===== config.mk =====
export PLATFORM = sky130hd
export DESIGN_NAME = dbscan_dist
export DESIGN_NICKNAME = d
export VERILOG_FILES = /design/src/rtl/assert_macros.svh /design/src/rtl/dbscan_pkg.sv /design/src/rtl/dbscan_dist.sv
export SDC_FILE = /design/constraint.sdc
export NUM_CORES = 1
export LEC_CHECK = 0
export BUFFER_PORTS_ARGS = -buffer_cell sky130_fd_sc_hd__clkbuf_2
export CELL_PAD_IN_SITES_DETAIL_PLACEMENT = 2
export CELL_PAD_IN_SITES_GLOBAL_PLACEMENT = 2
export CORE_ASPECT_RATIO = 0.9
export CORE_UTILIZATION = 43
export CTS_CLUSTER_SIZE = 28
export DETAILED_ROUTE_END_ITERATION = 6
export PLACE_DENSITY_LB_ADDON = 0.08
export SLEW_MARGIN = 15
export SYNTH_ARGS = -nofsm -noshare
export SYNTH_HDL_FRONTEND = slang
export SYNTH_SLANG_ARGS = --single-unit

===== constraint.sdc =====
create_clock -name clk_i -period 32.6 [get_ports clk_i]
set_clock_uncertainty 0.15 [all_clocks]
set_input_delay 6.52 -clock clk_i [delete_from_list [all_inputs] [get_ports clk_i]]
set_output_delay 6.52 -clock clk_i [all_outputs]
set_load 0.05 [all_outputs]

===== src/rtl/assert_macros.svh =====
// Assertion macros for the clusterer RTL
`ifndef ASSERT_MACROS_SVH
`define ASSERT_MACROS_SVH
// Property must hold on every rising clock edge outside reset
`define ASSERT_ALWAYS(label, prop, clk, rstn) \
  label: assert property (@(posedge clk) disable iff (!rstn) (prop)) else $error("%m failed");
// Antecedent implies consequent in the same cycle
`define ASSERT_IMPLIES(label, ante, cons, clk, rstn) \
  label: assert property (@(posedge clk) disable iff (!rstn) (ante) |-> (cons)) else $error("%m failed");
`endif


===== src/rtl/dbscan_pkg.sv =====
// Types and constants for the DBSCAN point clusterer
package dbscan_pkg;
  localparam int COORD_BITS = 16;

  localparam logic [1:0] OP_LOAD   = 2'd0;
  localparam logic [1:0] OP_RUN    = 2'd1;
  localparam logic [1:0] OP_CLEAR  = 2'd2;
  localparam logic [1:0] OP_UNUSED = 2'd3;

  localparam logic CFG_RADIUS     = 1'b0;
  localparam logic CFG_MIN_POINTS = 1'b1;

  typedef struct packed {
    logic [1:0]                 op;
    logic signed [COORD_BITS-1:0] pos_x;
    logic signed [COORD_BITS-1:0] pos_y;
    logic signed [COORD_BITS-1:0] pos_z;
  } in_item_t;

  typedef struct packed {
    logic [5:0] point_index;
    logic [6:0] cluster_label;
    logic [6:0] cluster_total;
    logic       overflowed;
    logic       last;
  } out_item_t;

  typedef struct packed {
    logic [15:0] data;
    logic        index;
  } cfg_write_t;
endpackage


===== src/rtl/dbscan_dist.sv =====
// Shared squared-distance unit: one axis squared per cycle, sum compared to radius squared
module dbscan_dist import dbscan_pkg::*; #(
  parameter int CoordBits = 16
) (
  input  logic                 clk_i,
  input  logic                 rst_ni,
  input  logic                 start_i,
  input  logic [3*CoordBits-1:0] pa_i,
  input  logic [3*CoordBits-1:0] pb_i,
  input  logic [15:0]          radius_i,
  output logic                 done_o,
  output logic                 near_o
);
  localparam int DW = CoordBits + 1;
  localparam int SW = 2 * CoordBits + 2;

  logic [1:0]            axis_q, axis_d;
  logic                  busy_q, busy_d;
  logic                  done_q;
  logic [SW-1:0]         acc_q, acc_d;
  logic signed [CoordBits-1:0] ca, cb;
  logic signed [DW-1:0]  diff;
  logic [DW-1:0]         adiff;
  logic [CoordBits-1:0]  mag;
  logic [2*CoordBits-1:0] sq;
  logic [31:0]           r2;

  always_comb begin
    case (axis_q)
      2'd0:    begin ca = pa_i[CoordBits-1:0];             cb = pb_i[CoordBits-1:0]; end
      2'd1:    begin ca = pa_i[2*CoordBits-1:CoordBits];   cb = pb_i[2*CoordBits-1:CoordBits]; end
      default: begin ca = pa_i[3*CoordBits-1:2*CoordBits]; cb = pb_i[3*CoordBits-1:2*CoordBits]; end
    endcase
    diff  = DW'(ca) - DW'(cb);
    // the magnitude of a coordinate difference always fits the coordinate width
    adiff = diff[DW-1] ? $unsigned(-diff) : $unsigned(diff);
    mag   = adiff[CoordBits-1:0];
    sq    = (2*CoordBits)'(mag) * (2*CoordBits)'(mag);
    r2    = 32'(radius_i) * 32'(radius_i);
  end

  always_comb begin
    busy_d = busy_q;
    axis_d = axis_q;
    acc_d  = acc_q;
    if (start_i) begin
      busy_d = 1'b1;
      axis_d = 2'd0;
      acc_d  = '0;
    end else if (busy_q) begin
      acc_d = acc_q + SW'(sq);
      if (axis_q == 2'd2) busy_d = 1'b0;
      else axis_d = axis_q + 2'd1;
    end
  end

  always_ff @(posedge clk_i or negedge rst_ni) begin
    if (!rst_ni) begin
      busy_q <= 1'b0;
      axis_q <= '0;
      done_q <= 1'b0;
    end else begin
      busy_q <= busy_d;
      axis_q <= axis_d;
      done_q <= busy_q && (axis_q == 2'd2) && !start_i;
    end
  end

  always_ff @(posedge clk_i) acc_q <= acc_d;

  assign done_o = done_q;
  assign near_o = (acc_q <= SW'(r2));
endmodule


==> metrics <==
die span in y=201 µm; site row count=72; worst hold start=acc_q[21]; reg2reg start=axis_q[0]; slowest CP cell=a2111oi_0; Synthesized Nets=2,928; fillcell total=about 4.9k; Max Root-Sink Buffers=2; clk_lat worst skew=0.30 ns; CTS Buf Count=5; Yosys reg bits=38; layout cells sized above 1=0.0717; Min-Delay Path Class=reg2reg; total clock sinks=38; Critical Path Source=radius_i[3]; synthesized area=19,000 µm²; ant diodes=0; drc violations=0; largest net degree at the start of global routing=44; synthesized instance count=2,202; number of global-route vias before repair=between 15k and 20k; CP required=25.93 ns; most frequent cells in the layout=inv_1, fa_1, ha_1, nand2_1, nor2_1; period utilization=0.676; root buf cell=clkbuf_16; WS Path Type=in2out; critical path's most frequent cell=inv_1; port bufs=116; Post-CTS Setup Bufs=0; # IOs=117; count of cell types in the netlist=74; Routed Antenna Nets=0; placed inst area=20,100 µm²; multi-input gate area in the final layout=16,000 µm²; first-pass GRT wire length=~95 mm; Ys Warns=0; final number of max-transition violations=0; Worst Hold Depth=2; CP peak stage delay=0.64 ns; starting density of the core=0.439; initial antenna violation count=0; path depth of the worst reg2reg path=39; critical path capture point type=primary output; Core Box Area=43,200 µm²; highest clock rate=45.4 MHz; most common cell after layout, fill and taps aside=inv_1; Synth area leader=fa_1; min cycle time layout=around 22 ns; H-tree depth=2; Worst-Margin Slew=about 1.1 ns; Final GP Congestion=approximately 0.85; DR WL/cell=20.3 µm; final wirelength=57.4 mm; Post-synth top flop=dfxtp_1; clock-pin slew on the worst setup and hold paths=0.06 ns; placed insts=2,821; number of synthesized flops with an enable pin=0; Pre-Repair DR Iteration Count=4; Area Growth Syn to Fin=6.72%; nets=between 2k and 3k; setup violators final=0; Finished Cell Area=20,200 µm²; sequential share of the synthesized area=0.0412; critical path arrival=15.36 ns; RSZ-0062 raised after global routing=no; CTS tree=done; fin cells=2,829; Synth area leaders=fa_1, ha_1, inv_1, nand2_1, dfxtp_1; Hold Violations, Final=0; HPWL after DPL=50.6 mm; Worst slew margin=0.240; mean number of vias per cell=between 5 and 6; Detailed Route Iter0 Violations=461; Post-CTS Resized=0; share of flip-flops with an asynchronous set or reset=0.105; crit start category=primary input; gr ovfl total=0; post-synth top area share=0.376; Sequential Area=782 µm²; total negative slack=0 ns; status=completed; Vias=15.2k; gr usage total=0.269; Max Cap Viol=0; Mapped Avg Cell Area=8.61 µm²; die area=44,900 µm²; worst-path maximum fanout=12; Core Util, Final=0.468; Die Wd=223 µm; hold_buf cts=0
==> Yosys cell counts (all sizes together), types with 5 or more instances <==
cell and count:
a211o 5, a211oi 9, a21boi 5, a21o 42
a21oi 86, a22o 17, a22oi 16, a31oi 8
and2 75, and3 8, buf 10, clkbuf 54
dfxtp 34, fa 356, ha 255, inv 525
mux2i 28, nand2 195, nand2b 28, nand3 19
nand4 10, nor2 146, nor2b 16, nor3 15
nor4 5, o2111ai 5, o211ai 6, o21a 14
o21ai 47, o21bai 7, o31ai 5, or2 8
or3 5, xnor2 39, xor2 45
==> kinds of logic after synthesis <==
kind of cell    share of synthesized area
xor+xnor                           0.0398
simple gates                        0.134
buf+inv                             0.118
mux                                0.0166
compound gates                      0.107
fa+ha+maj                           0.544
flops                              0.0412
==> path summary, 6_finish.rpt <==
path,slack (ns),end
min,0.38,acc_q[21]
max,10.57,near_o
max in group asynchronous,26.30,busy_q
min reg2reg,0.38,acc_q[21]
max reg2reg,20.46,acc_q[33]
min in group asynchronous,5.86,axis_q[1]
==> sequential cells by signal, summed over array words and instances, names as in the netlist <==
register,cells
acc_q,34
axis_q,2
busy_q,1
done_o,1
==> per-stage QoR <==
| step | hold WS, ns | setup slack, ns |
|---|---|---|
| global route | 0.401 | 10.00 |
| floorplan | 0.314 | 12.29 |
| finish | 0.375 | 10.57 |
| global placement | 0.364 | 11.31 |
| detailed placement | 0.376 | 10.61 |
| CTS | 0.387 | 10.59 |
==> critical path: cells and delay by family <==
kind / cells / cell delay [ns]
xor gates and xnor gates: 1 / 0.15
buffers and inverters: 9 / 1.15
adders and majority gates: 8 / 3.75
and+or+nand+nor: 6 / 0.76
AOI/OAI and AO/OA: 11 / 2.75
muxes: 1 / 0.28
==> cell type report <==
type	instances	share of cell area
clock buffers	7	0.00705
clock inverters	1	0.000247
inverters	528	0.0979
multi-input cells	1572	0.789
flip-flops and latches	38	0.0386
well taps	555	0.0343
repair buffers	128	0.0331
==> metal layers <==
layer	share of wire	routed length [µm]	vias up	global-route usage
li1	-	-	7007	-
met1	0.43	24600	7935	0.336
met2	0.53	30300	211	0.503
met3	0.027	1540	59	0.0280
met4	0.016	940	0	0.0453
met5	0	0	-	0
Power is left out: the tool's default activity adds up to more than one toggle a clock period on the data nets, which glitch-free logic cannot reach.
